[config.mk]
export PLATFORM = sky130hd
export DESIGN_NAME = usb_cdc_control_endpoint_unit
export DESIGN_NICKNAME = d
export VERILOG_FILES = /design/src/rtl/core/ucdc_pkg.sv /design/src/rtl/core/ucdc_ram.sv /design/src/rtl/core/ucdc_decode.sv /design/src/rtl/core/usb_cdc_control_endpoint_unit.sv
export SDC_FILE = /design/constraint.sdc
export NUM_CORES = 1
export LEC_CHECK = 0
export ABC_AREA = 0
export ABC_CLOCK_PERIOD_IN_PS = 8600
export BUFFER_PORTS_ARGS = -buffer_cell sky130_fd_sc_hd__buf_2
export CAP_MARGIN = 20
export CORE_UTILIZATION = 55
export DETAILED_ROUTE_END_ITERATION = 12
export GPL_ROUTABILITY_DRIVEN = 0
export HOLD_SLACK_MARGIN = 0.08
export PLACE_DENSITY = 0.76
export SYNTH_ARGS = -nofsm -noshare
export SYNTH_HDL_FRONTEND = slang
export SYNTH_HIERARCHICAL = 1
export SYNTH_SLANG_ARGS = --single-unit
[constraint.sdc]
create_clock -name clk_i -period 8.6 [get_ports clk_i]
set_input_delay 0.43 -clock clk_i [delete_from_list [all_inputs] [get_ports clk_i]]
set_output_delay 0.43 -clock clk_i [all_outputs]
set_load 0.01 [all_outputs]
[src/rtl/core/ucdc_pkg.sv]
// Shared types, codes and descriptor ROM for the CDC-ACM endpoint-0 handler.
// No dependencies.
`timescale 1ns / 1ps

package ucdc_pkg;

  localparam int unsigned PacketMax  = 64;
  localparam int unsigned ReplyDepth = 7;
  localparam int unsigned ReplyAw    = $clog2(ReplyDepth);
  localparam int unsigned RomDepth   = 159;

  // events
  localparam logic [1:0] CMD_SETUP   = 2'd0;
  localparam logic [1:0] CMD_IN_DONE = 2'd1;
  localparam logic [1:0] CMD_OUT_DONE = 2'd2;
  localparam logic [1:0] CMD_BUS_RST = 2'd3;

  // actions
  localparam logic [3:0] ACT_BYTE       = 4'd0;
  localparam logic [3:0] ACT_ZLP        = 4'd1;
  localparam logic [3:0] ACT_STALL      = 4'd2;
  localparam logic [3:0] ACT_ARM        = 4'd3;
  localparam logic [3:0] ACT_ADDR       = 4'd4;
  localparam logic [3:0] ACT_HALT       = 4'd5;
  localparam logic [3:0] ACT_UNHALT     = 4'd6;
  localparam logic [3:0] ACT_OPEN_DATA  = 4'd7;
  localparam logic [3:0] ACT_CLOSE_DATA = 4'd8;
  localparam logic [3:0] ACT_OPEN_CTRL  = 4'd9;

  // request types (bits 6:5 of bmRequestType) and recipients (bits 4:0)
  localparam logic [1:0] RT_STANDARD = 2'd0;
  localparam logic [1:0] RT_CLASS    = 2'd1;
  localparam logic [4:0] RCP_IFACE   = 5'h01;
  localparam logic [4:0] RCP_EP      = 5'h02;

  // standard requests
  localparam logic [7:0] REQ_GET_STATUS  = 8'h00;
  localparam logic [7:0] REQ_CLR_FEATURE = 8'h01;
  localparam logic [7:0] REQ_SET_FEATURE = 8'h03;
  localparam logic [7:0] REQ_SET_ADDRESS = 8'h05;
  localparam logic [7:0] REQ_GET_DESC    = 8'h06;
  localparam logic [7:0] REQ_GET_CONFIG  = 8'h08;
  localparam logic [7:0] REQ_SET_CONFIG  = 8'h09;
  localparam logic [7:0] REQ_GET_IFACE   = 8'h0A;
  localparam logic [7:0] REQ_SET_IFACE   = 8'h0B;
  // class requests
  localparam logic [7:0] REQ_SET_LINE    = 8'h20;
  localparam logic [7:0] REQ_GET_LINE    = 8'h21;
  localparam logic [7:0] REQ_SET_CTRL    = 8'h22;

  // IN data sources
  localparam logic [2:0] SRC_NONE   = 3'd0;
  localparam logic [2:0] SRC_DEVICE = 3'd1;
  localparam logic [2:0] SRC_CONFIG = 3'd2;
  localparam logic [2:0] SRC_STR0   = 3'd3;
  localparam logic [2:0] SRC_REPLY  = 3'd7;

  localparam logic [31:0] BaudReset     = 32'd115200;
  localparam logic [7:0]  DataBitsReset = 8'd8;

  typedef struct packed {
    logic        out_pending;
    logic [2:0]  in_source;
    logic [6:0]  in_offset;
    logic [6:0]  in_remaining;
    logic        cur_config;
    logic [7:0]  cur_iface;
    logic [7:0]  line_state;
    logic [31:0] baud;
    logic [7:0]  stop;
    logic [7:0]  parity;
    logic [7:0]  data_bits;
    logic        is_configured;
    logic        zlp_owed;
  } ctl_t;

  typedef struct packed {
    logic [3:0] act;
    logic [7:0] arg;
  } act_t;

  typedef struct packed {
    act_t [2:0]  acts;
    logic [1:0]  n_act;
    logic [6:0]  n_bytes;
    logic [6:0]  pkt_off;
    logic [2:0]  pkt_src;
    logic [2:0]  n_wr;
    logic [55:0] wr_data;
  } plan_t;

  localparam logic [7:0] Rom [RomDepth] = '{
    8'h12, 8'h01, 8'h00, 8'h02, 8'h02, 8'h02, 8'h00, 8'h40, 8'h83, 8'h04, 8'h40, 8'h57,
    8'h00, 8'h02, 8'h01, 8'h02, 8'h03, 8'h01,
    8'h09, 8'h02, 8'h43, 8'h00, 8'h02, 8'h01, 8'h00, 8'h80, 8'h32,
    8'h09, 8'h04, 8'h00, 8'h00, 8'h01, 8'h02, 8'h02, 8'h01, 8'h00,
    8'h05, 8'h24, 8'h00, 8'h10, 8'h01,
    8'h05, 8'h24, 8'h01, 8'h00, 8'h01,
    8'h04, 8'h24, 8'h02, 8'h02,
    8'h05, 8'h24, 8'h06, 8'h00, 8'h01,
    8'h07, 8'h05, 8'h82, 8'h03, 8'h08, 8'h00, 8'h10,
    8'h09, 8'h04, 8'h01, 8'h00, 8'h02, 8'h0A, 8'h00, 8'h00, 8'h00,
    8'h07, 8'h05, 8'h01, 8'h02, 8'h40, 8'h00, 8'h00,
    8'h07, 8'h05, 8'h81, 8'h02, 8'h40, 8'h00, 8'h00,
    8'h04, 8'h03, 8'h09, 8'h04,
    8'h0A, 8'h03, 8'h69, 8'h00, 8'h46, 8'h00, 8'h6C, 8'h00, 8'h79, 8'h00,
    8'h22, 8'h03, 8'h69, 8'h00, 8'h46, 8'h00, 8'h6C, 8'h00, 8'h79, 8'h00, 8'h20, 8'h00,
    8'h55, 8'h00, 8'h53, 8'h00, 8'h42, 8'h00, 8'h20, 8'h00, 8'h43, 8'h00, 8'h44, 8'h00,
    8'h43, 8'h00, 8'h20, 8'h00, 8'h41, 8'h00, 8'h43, 8'h00, 8'h4D, 8'h00,
    8'h1A, 8'h03, 8'h49, 8'h00, 8'h46, 8'h00, 8'h4C, 8'h00, 8'h59, 8'h00, 8'h30, 8'h00,
    8'h30, 8'h00, 8'h30, 8'h00, 8'h31, 8'h00, 8'h32, 8'h00, 8'h30, 8'h00, 8'h32, 8'h00,
    8'h36, 8'h00
  };

  function automatic logic [7:0] rom_byte(input logic [7:0] addr);
    rom_byte = (addr < 8'(RomDepth)) ? Rom[addr] : 8'h00;
  endfunction

  function automatic logic [7:0] src_base(input logic [2:0] src);
    unique case (src)
      3'd2:    src_base = 8'd18;
      3'd3:    src_base = 8'd85;
      3'd4:    src_base = 8'd89;
      3'd5:    src_base = 8'd99;
      3'd6:    src_base = 8'd133;
      default: src_base = 8'd0;
    endcase
  endfunction

  function automatic logic [6:0] src_len(input logic [2:0] src);
    unique case (src)
      3'd1:    src_len = 7'd18;
      3'd2:    src_len = 7'd67;
      3'd3:    src_len = 7'd4;
      3'd4:    src_len = 7'd10;
      3'd5:    src_len = 7'd34;
      3'd6:    src_len = 7'd26;
      3'd7:    src_len = 7'd7;
      default: src_len = 7'd0;
    endcase
  endfunction

endpackage

[src/rtl/core/ucdc_ram.sv]
// Generic simple dual-port RAM, one write and one registered read port.
// No dependencies.
`timescale 1ns / 1ps

module ucdc_ram #(
  parameter int unsigned Width = 8,
  parameter int unsigned Depth = 8
) (
  input  logic                     clk_i,
  input  logic                     we_i,
  input  logic [$clog2(Depth)-1:0] waddr_i,
  input  logic [Width-1:0]         wdata_i,
  input  logic [$clog2(Depth)-1:0] raddr_i,
  output logic [Width-1:0]         rdata_o
);

  logic [Width-1:0] mem_q [Depth];
  logic [Width-1:0] rdata_q;

  always_ff @(posedge clk_i) begin
    if (we_i) begin
      mem_q[waddr_i] <= wdata_i;
    end
    rdata_q <= mem_q[raddr_i];
  end

  assign rdata_o = rdata_q;

endmodule

[src/rtl/core/ucdc_decode.sv]
// Event decoder: next control state and the action plan for one event.
// Depends on ucdc_pkg.
`timescale 1ns / 1ps

module ucdc_decode import ucdc_pkg::*; (
  input  logic [1:0]   cmd_i,
  input  logic [7:0]   rt_i,
  input  logic [7:0]   code_i,
  input  logic [15:0]  val_i,
  input  logic [15:0]  idx_i,
  input  logic [15:0]  len_i,
  input  logic [6:0]   cnt_i,
  input  logic [55:0]  pay_i,
  input  ctl_t         st_i,
  output ctl_t         st_o,
  output plan_t        plan_o
);

  always_comb begin
    ctl_t       ns;
    plan_t      pl;
    logic [2:0] src;
    logic [6:0] slen;
    logic [6:0] actual;
    logic [6:0] chunk;
    logic       do_in;
    logic [7:0] lo;

    ns     = st_i;
    pl     = '0;
    src    = SRC_NONE;
    slen   = '0;
    actual = '0;
    chunk  = '0;
    do_in  = 1'b0;
    lo     = val_i[7:0];

    unique case (cmd_i)
      CMD_SETUP: begin
        ns.out_pending  = 1'b0;
        ns.in_source    = SRC_NONE;
        ns.in_offset    = '0;
        ns.in_remaining = '0;
        ns.zlp_owed     = 1'b0;
        pl.acts[0]      = '{act: ACT_STALL, arg: 8'd0};
        pl.n_act        = 2'd1;
        if (rt_i[6:5] == RT_STANDARD) begin
          unique case (code_i)
            REQ_GET_DESC: begin
              if (val_i[15:8] == 8'd1) src = SRC_DEVICE;
              else if (val_i[15:8] == 8'd2) src = SRC_CONFIG;
              else if (val_i[15:8] == 8'd3 && lo <= 8'd3) src = SRC_STR0 + lo[2:0];
              if (src != SRC_NONE) begin
                do_in = 1'b1;
                slen  = src_len(src);
              end
            end
            REQ_SET_ADDRESS: begin
              pl.acts[0] = '{act: ACT_ADDR, arg: {1'b0, val_i[6:0]}};
              pl.acts[1] = '{act: ACT_ZLP, arg: 8'd0};
              pl.n_act   = 2'd2;
            end
            REQ_GET_CONFIG: begin
              pl.wr_data = {48'd0, 7'd0, st_i.cur_config};
              pl.n_wr    = 3'd1;
              src = SRC_REPLY; slen = 7'd1; do_in = 1'b1;
            end
            REQ_SET_CONFIG: begin
              if (lo <= 8'd1) begin
                ns.cur_config    = lo[0];
                ns.is_configured = lo[0];
                pl.acts[0] = '{act: ACT_CLOSE_DATA, arg: 8'd0};
                if (lo[0]) begin
                  pl.acts[1] = '{act: ACT_OPEN_DATA, arg: 8'd0};
                  pl.acts[2] = '{act: ACT_ZLP, arg: 8'd0};
                  pl.n_act   = 2'd3;
                end else begin
                  pl.acts[1] = '{act: ACT_ZLP, arg: 8'd0};
                  pl.n_act   = 2'd2;
                end
              end
            end
            REQ_GET_IFACE: begin
              pl.wr_data = {48'd0, st_i.cur_iface};
              pl.n_wr    = 3'd1;
              src = SRC_REPLY; slen = 7'd1; do_in = 1'b1;
            end
            REQ_SET_IFACE: begin
              ns.cur_iface = lo;
              pl.acts[0]   = '{act: ACT_ZLP, arg: 8'd0};
            end
            REQ_GET_STATUS: begin
              pl.wr_data = '0;
              pl.n_wr    = 3'd2;
              src = SRC_REPLY; slen = 7'd2; do_in = 1'b1;
            end
            REQ_CLR_FEATURE, REQ_SET_FEATURE: begin
              if (rt_i[4:0] == RCP_EP && val_i == 16'd0) begin
                pl.acts[0] = '{act: (code_i == REQ_SET_FEATURE) ? ACT_HALT : ACT_UNHALT,
                               arg: idx_i[7:0]};
                pl.acts[1] = '{act: ACT_ZLP, arg: 8'd0};
                pl.n_act   = 2'd2;
              end
            end
            default: ;
          endcase
        end else if (rt_i[6:5] == RT_CLASS && rt_i[4:0] == RCP_IFACE) begin
          unique case (code_i)
            REQ_SET_LINE: begin
              if (len_i == 16'd7) begin
                ns.out_pending = 1'b1;
                pl.acts[0] = '{act: ACT_ARM, arg: 8'd7};
              end
            end
            REQ_GET_LINE: begin
              pl.wr_data = {st_i.data_bits, st_i.parity, st_i.stop, st_i.baud};
              pl.n_wr    = 3'd7;
              src = SRC_REPLY; slen = 7'd7; do_in = 1'b1;
            end
            REQ_SET_CTRL: begin
              ns.line_state = lo;
              pl.acts[0]    = '{act: ACT_ZLP, arg: 8'd0};
            end
            default: ;
          endcase
        end
        if (do_in) begin
          actual       = ({9'd0, slen} < len_i) ? slen : len_i[6:0];
          ns.in_source = src;
          ns.zlp_owed  = (actual != 7'd0) && ({9'd0, actual} < len_i) &&
                         ((actual % PacketMax) == 7'd0);
          if (actual == 7'd0) begin
            pl.acts[0] = '{act: ACT_ZLP, arg: 8'd0};
            pl.n_act   = 2'd1;
          end else begin
            chunk           = (actual > 7'(PacketMax)) ? 7'(PacketMax) : actual;
            pl.n_act        = 2'd0;
            pl.n_bytes      = chunk;
            pl.pkt_off      = 7'd0;
            pl.pkt_src      = src;
            ns.in_offset    = chunk;
            ns.in_remaining = actual - chunk;
          end
        end
      end
      CMD_IN_DONE: begin
        pl.n_act = 2'd1;
        if (st_i.in_remaining != 7'd0) begin
          chunk = (st_i.in_remaining > 7'(PacketMax)) ? 7'(PacketMax) : st_i.in_remaining;
          pl.n_act        = 2'd0;
          pl.n_bytes      = chunk;
          pl.pkt_off      = st_i.in_offset;
          pl.pkt_src      = st_i.in_source;
          ns.in_offset    = st_i.in_offset + chunk;
          ns.in_remaining = st_i.in_remaining - chunk;
        end else if (st_i.zlp_owed) begin
          ns.zlp_owed  = 1'b0;
          ns.in_source = SRC_NONE;
          pl.acts[0]   = '{act: ACT_ZLP, arg: 8'd0};
        end else begin
          ns.in_source = SRC_NONE;
          ns.in_offset = '0;
          pl.acts[0]   = '{act: ACT_ARM, arg: 8'd0};
        end
      end
      CMD_OUT_DONE: begin
        if (st_i.out_pending) begin
          ns.out_pending = 1'b0;
          pl.n_act       = 2'd1;
          if (cnt_i >= 7'd7) begin
            ns.baud      = pay_i[31:0];
            ns.stop      = pay_i[39:32];
            ns.parity    = pay_i[47:40];
            ns.data_bits = pay_i[55:48];
            pl.acts[0]   = '{act: ACT_ZLP, arg: 8'd0};
          end else begin
            pl.acts[0]   = '{act: ACT_STALL, arg: 8'd0};
          end
        end
      end
      CMD_BUS_RST: begin
        ns           = '0;
        ns.baud      = BaudReset;
        ns.data_bits = DataBitsReset;
        pl.acts[0]   = '{act: ACT_ADDR, arg: 8'd0};
        pl.acts[1]   = '{act: ACT_OPEN_CTRL, arg: 8'd0};
        pl.n_act     = 2'd2;
      end
      default: ;
    endcase

    st_o   = ns;
    plan_o = pl;
  end

endmodule

[src/rtl/core/usb_cdc_control_endpoint_unit.sv]
// Top level of the CDC-ACM endpoint-0 control handler.
// Depends on ucdc_pkg, ucdc_decode and ucdc_ram.
`timescale 1ns / 1ps

// Usage
// - Slave channel: one beat per endpoint-0 event (setup, IN done, OUT done,
//   bus reset). Event code on tuser, setup fields and OUT data on tdata.
// - Master channel: one beat per action; action code on tuser, tlast marks
//   the final action of an event. Each beat also carries the device state
//   (configured, control lines, line coding) as it stands after the event.
// - An event is decoded in the cycle it is accepted. Reply data for status,
//   configuration, interface and line-coding requests is first written into
//   a 7-entry reply RAM, one byte a cycle. Plain actions then leave at one
//   beat a cycle while the output is not stalled; each IN packet byte is
//   first read from the RAM or ROM, then loaded into the output register.
// - One event is handled at a time; s_axis_tready_o is high only while no
//   actions of an earlier event are left to issue. The final action may
//   still wait in the output register while the next event is accepted.
// - A stall on m_axis_tready_i simply holds the output register and the
//   sequencer; nothing is dropped.
// - Reset clears all control state, line coding returns to 115200 8N1 style
//   defaults. The reply RAM needs no clearing: it is always written before
//   it is read.
module usb_cdc_control_endpoint_unit import ucdc_pkg::*; (
  input  logic         clk_i,
  input  logic         rst_ni,
  input  logic         s_axis_tvalid_i,
  output logic         s_axis_tready_o,
  // request_type, request_code, request_value, request_index,
  // request_length, out_count, out_payload, 1 pad bit
  input  logic [127:0] s_axis_tdata_i,
  // cmd
  input  logic [1:0]   s_axis_tuser_i,
  output logic         m_axis_tvalid_o,
  input  logic         m_axis_tready_i,
  // data_byte, action_argument, configured, control_lines, baud_rate,
  // stop_bits, parity, data_bits, 7 pad bits
  output logic [87:0]  m_axis_tdata_o,
  // action
  output logic [3:0]   m_axis_tuser_o,
  output logic         m_axis_tlast_o
);

  typedef enum logic [4:0] {
    S_IDLE  = 5'b00001,
    S_WRITE = 5'b00010,
    S_ACTS  = 5'b00100,
    S_READ  = 5'b01000,
    S_BYTE  = 5'b10000
  } state_e;

  state_e       state_q, state_d;
  ctl_t         ctl_q, ctl_next;
  plan_t        plan_q, plan_dec;
  logic [2:0]   wr_idx_q, wr_idx_d;
  logic [1:0]   act_idx_q, act_idx_d;
  logic [6:0]   off_q, off_d;
  logic [6:0]   left_q, left_d;
  logic [7:0]   rom_q;
  logic [7:0]   ram_rdata;
  logic         ram_we;
  logic         in_fire;
  logic         out_free;

  logic         out_valid_q, out_valid_d;
  logic [87:0]  out_data_q, out_data_d;
  logic [3:0]   out_act_q, out_act_d;
  logic         out_last_q, out_last_d;

  assign s_axis_tready_o = (state_q == S_IDLE);
  assign in_fire  = s_axis_tvalid_i && s_axis_tready_o;
  assign out_free = !out_valid_q || m_axis_tready_i;

  ucdc_decode u_decode (
    .cmd_i  (s_axis_tuser_i),
    .rt_i   (s_axis_tdata_i[7:0]),
    .code_i (s_axis_tdata_i[15:8]),
    .val_i  (s_axis_tdata_i[31:16]),
    .idx_i  (s_axis_tdata_i[47:32]),
    .len_i  (s_axis_tdata_i[63:48]),
    .cnt_i  (s_axis_tdata_i[70:64]),
    .pay_i  (s_axis_tdata_i[126:71]),
    .st_i   (ctl_q),
    .st_o   (ctl_next),
    .plan_o (plan_dec)
  );

  assign ram_we = (state_q == S_WRITE);

  ucdc_ram #(
    .Width (8),
    .Depth (ReplyDepth)
  ) u_reply_ram (
    .clk_i   (clk_i),
    .we_i    (ram_we),
    .waddr_i (wr_idx_q[ReplyAw-1:0]),
    .wdata_i (plan_q.wr_data[8*wr_idx_q +: 8]),
    .raddr_i (off_q[ReplyAw-1:0]),
    .rdata_o (ram_rdata)
  );

  // descriptor ROM read, registered like the RAM
  always_ff @(posedge clk_i) begin
    rom_q <= rom_byte(src_base(plan_q.pkt_src) + {1'b0, off_q});
  end

  // payload of one result beat: state after the event, per-action fields
  function automatic logic [87:0] beat_data(input ctl_t c, input logic [7:0] b,
                                            input logic [7:0] a);
    beat_data = {7'd0, c.data_bits, c.parity, c.stop, c.baud, c.line_state,
                 c.is_configured, a, b};
  endfunction

  always_comb begin
    state_d     = state_q;
    wr_idx_d    = wr_idx_q;
    act_idx_d   = act_idx_q;
    off_d       = off_q;
    left_d      = left_q;
    out_valid_d = out_valid_q && !m_axis_tready_i;
    out_data_d  = out_data_q;
    out_act_d   = out_act_q;
    out_last_d  = out_last_q;

    unique case (state_q)
      S_IDLE: begin
        if (in_fire) begin
          wr_idx_d  = '0;
          act_idx_d = '0;
          off_d     = plan_dec.pkt_off;
          left_d    = plan_dec.n_bytes;
          if (plan_dec.n_wr != 3'd0) state_d = S_WRITE;
          else if (plan_dec.n_act != 2'd0) state_d = S_ACTS;
          else if (plan_dec.n_bytes != 7'd0) state_d = S_READ;
        end
      end
      S_WRITE: begin
        wr_idx_d = wr_idx_q + 3'd1;
        if (wr_idx_q == plan_q.n_wr - 3'd1) begin
          if (plan_q.n_act != 2'd0) state_d = S_ACTS;
          else if (plan_q.n_bytes != 7'd0) state_d = S_READ;
          else state_d = S_IDLE;
        end
      end
      S_ACTS: begin
        if (out_free) begin
          out_valid_d = 1'b1;
          out_act_d   = plan_q.acts[act_idx_q].act;
          out_data_d  = beat_data(ctl_q, 8'd0, plan_q.acts[act_idx_q].arg);
          out_last_d  = (act_idx_q == plan_q.n_act - 2'd1);
          act_idx_d   = act_idx_q + 2'd1;
          if (act_idx_q == plan_q.n_act - 2'd1) state_d = S_IDLE;
        end
      end
      S_READ: begin
        state_d = S_BYTE;
      end
      S_BYTE: begin
        if (out_free) begin
          out_valid_d = 1'b1;
          out_act_d   = ACT_BYTE;
          out_data_d  = beat_data(ctl_q,
                                  (plan_q.pkt_src == SRC_REPLY) ? ram_rdata : rom_q, 8'd0);
          out_last_d  = (left_q == 7'd1);
          off_d       = off_q + 7'd1;
          left_d      = left_q - 7'd1;
          state_d     = (left_q == 7'd1) ? S_IDLE : S_READ;
        end
      end
      default: state_d = S_IDLE;
    endcase
  end

  always_ff @(posedge clk_i or negedge rst_ni) begin
    if (!rst_ni) begin
      state_q        <= S_IDLE;
      ctl_q          <= '0;
      ctl_q.baud     <= BaudReset;
      ctl_q.data_bits <= DataBitsReset;
      out_valid_q    <= 1'b0;
      wr_idx_q       <= '0;
      act_idx_q      <= '0;
      left_q         <= '0;
    end else begin
      state_q     <= state_d;
      out_valid_q <= out_valid_d;
      wr_idx_q    <= wr_idx_d;
      act_idx_q   <= act_idx_d;
      left_q      <= left_d;
      if (in_fire) begin
        ctl_q <= ctl_next;
      end
    end
  end

  always_ff @(posedge clk_i) begin
    off_q      <= off_d;
    out_data_q <= out_data_d;
    out_act_q  <= out_act_d;
    out_last_q <= out_last_d;
    if (in_fire) begin
      plan_q <= plan_dec;
    end
  end

  assign m_axis_tvalid_o = out_valid_q;
  assign m_axis_tdata_o  = out_data_q;
  assign m_axis_tuser_o  = out_act_q;
  assign m_axis_tlast_o  = out_last_q;

endmodule
# Word level (Yosys, flattened, before mapping)
# Memory sizes are Yosys's and may differ from the RTL's. A register that Yosys moved wholly into a read port is not among the register bits.
# Index checks and enable logic that the tools add are counted.
# Widths: inputs -> output; s select.
[op_classes] addsub=11 multipliers=0 div=0 magnitude_cmp=9 n_eq_ne=60 n_shift=1 muxes=126 n_bitwise=1 reduce_logical=52
[op_table] operator="$mux 59" n=4
[op_table] operator="$mux 88" n=2
[op_table] operator="$pmux 88 s2" n=1
[op_table] operator="$pmux 58 s3" n=1
[op_table] operator="$mux 56" n=2
[op_table] operator="$pmux 56 s2" n=1
[op_table] operator="$mux 7" n=14
[op_table] operator="$mux 12" n=7
[op_table] operator="$pmux 17 s2" n=2
[op_table] operator="$pmux 14 s4" n=1
[op_table] operator="$shiftx 56x7->8" n=1
[op_table] operator="$pmux 17 s3" n=1
[op_table] operator="$pmux 7 s7" n=1
[op_table] operator="$pmux 12 s2" n=2
[op_table] operator="$pmux 12 s4" n=1
[op_table] operator="$mux 5" n=8
[op_table] operator="$mux 8" n=5
[op_table] operator="$pmux 8 s5" n=1
[op_table] operator="$mux 3" n=12
[op_table] operator="$pmux 12 s3" n=1
[op_table] operator="$mux 35" n=1
[op_table] operator="$mux 17" n=2
[op_table] operator="$eq 8x4->1 const B" n=4
[op_table] operator="$logic_not 32->1" n=1
[op_table] operator="77 further kinds" n=184
[word_totals] ff_bits=318 latchBits=0 ram_bits=56 rom_bits=2048 inputBits=134 output_inout_bits=95 elab_cells=295 memories=2
[memory_table] name="(no name shown)" depth=256 word_bits=8 rd=1 rd_clocked_by_memory_dff=1 write_ports=0 line="ucdc_pkg.sv:116" text="rom_byte = (addr < 8'(RomDepth)) ? Rom[addr] : 8'h00;"
[memory_table] name="u_reply_ram.mem_q" depth=7 word_bits=8 rd=1 rd_clocked_by_memory_dff=1 write_ports=1 line="ucdc_ram.sv:17" text="logic [Width-1:0] mem_q [Depth];"

# Logic depth before layout (Yosys ltp)
[logic_depth] word_depth=27 ltp_mapped=25 mapped_depth_nobuf=23

# Hierarchy
# The synthesis kept the hierarchy.
[by_module_without_submodules] module="usb_cdc_control_endpoint_unit" n_inst=1 cells_per_inst=1199 area_per_inst_um2=13923.4 seq_area_each_um2=8951.1
[by_module_without_submodules] module="ucdc_decode" n_inst=1 cells_per_inst=669 area_per_inst_um2=4216.5 seq_area_each_um2=0.0
[by_module_without_submodules] module="ucdc_ram" n_inst=1 cells_per_inst=133 area_per_inst_um2=2516.2 seq_area_each_um2=1841.8

# Worst setup path before layout
# No wires, ideal clock.
[synth_timing] kind="reg-to-reg" start="reg state_q[1]" end="reg out_data_q[0], in the netlist m_axis_tdata_o[0], enable pin" setup_time_ns=0.559 arrival_ns=5.571 t_required_ns=8.041 path_slack_ns=2.470 stages_incl_launch_ff=5 n_path_buf=1 period_less_slack_ns=6.130 path_cell_list="dfrtp_1 -> nor2_1 -> or4b_2 -> clkbuf_1 -> a21oi_1"
[synth_between] elab_chain_cells=3 elab_cells_between_ends=6 cone_classes="eq/ne: 4; reduce/logical: 2"
[synth_rtl] item="start, declared" line="usb_cdc_control_endpoint_unit.sv:52" text="state_e state_q, state_d;"
[synth_rtl] item="start signal, assigned" line="usb_cdc_control_endpoint_unit.sv:185" text="state_q <= state_d;"
[synth_rtl] item="$eq 5x3->1 or $eq 5x5->1 (tied branches)" line="usb_cdc_control_endpoint_unit.sv:125" text="unique case (state_q)"
[synth_rtl] item="$ne 2x2->1 (no line) or $reduce_bool 2->1 (tied branches)"
[synth_rtl] item="$reduce_and 3->1 (no line) (*)"
[synth_rtl] item="end signal, assigned" line="usb_cdc_control_endpoint_unit.sv:198" text="out_data_q <= out_data_d;"
[synth_rtl] item="end, declared" line="usb_cdc_control_endpoint_unit.sv:66" text="logic [87:0] out_data_q, out_data_d;"
# Every way passes the cells marked *; elsewhere a longest branch is shown, timed or not.
# A chain may end at the register's enable or synchronous reset.

==> impl_metrics.toml <==
[die]
row_count = 70
core_area_sq_um = 36790
ioPinCount = 229
chipHeight_um = 195.8
chipWidth_um = 195.8
dieArea_sq_um = 38340
initial_utilization_pct = 56.15

[global_route]
antenna_found_initial = 6
grt_max_degree = 111
first_global_vias = 15260
gr-total-overflow = 0
grt_pass1_wl_mm = 81.10
track_usage_pct = 26.57

[layout]
fillers = 2888
areaGrowthSynthToFinish_pct = 12.04
final_util_pct = 62.91
fin_nets = 2343
multi_input_area_sq_um = 9050
regArea_sq_um = 10790
drive_gt1_share_pct = 18.33

[logic_synthesis]
synthesis.area_sq_um = 20660
yosys-top-cells-area = "edfxtp_1, dfrtp_1, nand2_1"
ys_ff_latch = 383
yosysWarnings = 6
synthCells = 2001
netlist.area_leader.share_pct = 37.22
seq_area_frac_synth_pct = 52.25
syn_avg_cell_area_sq_um = 10.32
synth_edf_count = 256
synth_flop_cell = "edfxtp_1"
async_flop_share_pct = 28.98
synth.distinct_cells = 121
synth.largest_area_cell = "edfxtp_1"

[detailed_routing]
drtAntennaViolNets = 0
drc = 0
vias = 16060
met1_length_mm = 21.37
via_per_inst = 6.041
wl_mm = 50.98
route.met3.wl_mm = 4.103
wl_met2_mm = 23.64
wl_per_cell_um = 19.18
drtIter0Drc = 1756
first_pass_iters = 7
highest_layer = "met5"

[timing]
maxSlewHeadroom_pct = 27.79
setup_tns_ns = 0
rsz0062_at_grt = "false"
post-route-period-util_pct = 61.46
skew_ns = 0.01439
whs_ns = 0.2002
setup_viol = 0
fin_crit_ns = 5.286
tightestPinTransition_ns = 1.083
max_freq_ghz = 0.1892
finalHoldViolCount = 0
slew_viol_final = 0

[worst_setup_path]
worst_setup_path_start_kind = "input pin"
crit_path_end_kind = "flip-flop"
path_class = "in2reg"
r2r_cells = 9
path_max_fanout = 15
crit_chain = "buf_2 -> inv_1 -> ha_1 -> or4_4 -> a21boi_4 -> nor3b_4 -> ha_1 -> nand3_1 -> o221ai_1 -> or4_1 -> o21ai_2 -> nor2_1 -> a21oi_1 -> o21ai_0 -> nor4_1 -> nand4_1 -> nand2_1 -> nand2_1 -> nand2_1 -> o21bai_1"
cp_data_arrival_time_ns = 5.70
crit_path_top_delay_cell = "o21ai_2"
critPathRequiredTime_ns = 9.01
cpPeakStageDelay_ns = 0.58
crit_top_cell = "nand2_1"

[pwr]
ir_drop_v = 0.0001733
total_power_mw = 6.712
p_per_area_nw_per_um2 = 290.1
p_leak_nw = 9.706

[placed_design]
portBuffers = 211
hpwl_mm = 34.82

[clocking]
cts_tree = "built"
htree_levels = 2
cts.sinks = 383
path_clk_slew_ns = 0.06
root_buffer = "clkbuf_16"
clock_latency_ns = 0.55
cts_resized = 0
cts_made_buffers = 40
clk_path_buf_depth = 3

[flow_run]
maxCapViolations = 0

[worst_hold_path]
hp-class = "in2reg"
min_path_cells = 4

[run_status]
status = "completed"
## per-stage QoR
stage	worst slack (ns)	instance area (sq um)	std cells
final	3.314	23140	2658
after floorplan	2.470	20750	2027
after CTS	3.488	23070	2652
after global routing	3.030	23140	2657
after detailed placement	2.917	21790	2577
after global placement	3.035	21770	2576
## per-layer routing
layer	global-route usage, %	up-vias
met3	4.487	151
met4	9.375	6
li1	-	7478
met2	41.97	783
met5	0	-
met1	37.24	7638
## cells in the mapped netlist, types with 7 or more instances
library cell,n
xor2_1,12
nor2b_1,29
o221ai_1,7
nor3_1,38
nand4_1,8
o21ai_2,7
o21ai_0,81
edfxtp_1,256
a21oi_1,115
o221ai_2,8
mux2i_1,57
and3_1,53
nor4_1,14
buf_6,10
inv_1,42
nand3_1,33
o31ai_1,14
xnor2_1,16
dfrtp_1,105
a211oi_1,8
buf_4,32
or3_1,11
a22o_1,51
nand2b_1,25
o211ai_2,11
mux2_4,8
ha_1,51
a31oi_1,15
mux4_2,9
a22oi_1,8
buf_2,18
nand2_1,420
clkbuf_1,81
and2_1,10
dfxtp_1,16
nor2_1,146
## final timing paths
check	start	end	slack [ns]
hold / removal	s_axis_tdata_i[109]	ctl_q[24]	0.20
setup reg to reg	off_q[0]	rom_q[6]	4.46
min in group asynchronous	rst_ni	ctl_q[0]	0.38
hold reg to reg	ctl_q[40]	ctl_q[40]	0.48
setup / recovery	s_axis_tdata_i[16]	state_q[1]	3.31
max in group asynchronous	rst_ni	ctl_q[5]	7.17
## cell families after synthesis
group / Yosys count / share of synthesized area, %
mux: 80 / 4.664
buf+inv: 190 / 4.634
simple gates: 845 / 19.16
flops: 383 / 52.25
other cells: 3 / 0.05451
xor+xnor: 30 / 1.399
compound gates: 416 / 14.51
fa+ha+maj: 54 / 3.332
## what timing repair did
action / 4_1_cts / 5_1_grt
hold endpoints to repair: 33 / 0
hold buffers: 1 / 0
buffers inserted: 0 / 0
## power by group
part,internal (mW),switching (mW),leakage [nW],total [mW]
Sequential,2.38,0.172,4.05,2.55
Combinational,0.828,1.65,5.05,2.48
Clock,0.942,0.740,0.611,1.68
Total,4.15,2.57,9.71,6.71
## state kept, by name, summed over array words and instances (netlist names)
signal,flops
m_axis_tuser_o,4
wr_idx_q,3
m_axis_tlast_o,1
rom_q,8
act_idx_q,2
ctl_q,93
left_q,7
m_axis_tdata_o,81
state_q,5
off_q,7
u_reply_ram/mem_q,56
m_axis_tvalid_o,1
plan_q,107
u_reply_ram/rdata_o,8
## worst max-delay path: cells and delay by family
kind	cells	cell delay, ns
compound gates	6	1.89
simple gates	10	2.26
fa+ha+maj	2	0.68
buf+inv	2	0.42
## cell usage in the layout (no fill, tap or decap), types with 33 or more instances in the layout
cell type / instances
ha_1: 51
a21oi_1: 112
a22o_1: 51
and3_1: 53
nor2_1: 146
mux2i_1: 57
dfrtp_1: 105
clkbuf_16: 41
nor3_1: 37
inv_1: 42
buf_2: 210
nand2_1: 419
edfxtp_1: 256
o21ai_0: 81
nand3_1: 33
## area by class of cell
type / count / area share (%)
Inverter: 45 / 0.7515
Clock inverter: 19 / 0.7245
Clock buffer: 55 / 4.747
Multi-Input combinational cell: 1454 / 39.11
Timing Repair Buffer: 232 / 5.482
Antenna cell: 2 / 0.02163
Sequential cell: 383 / 46.64
Tap cell: 468 / 2.530
No activity file was read; power rests on OpenSTA's default activity.
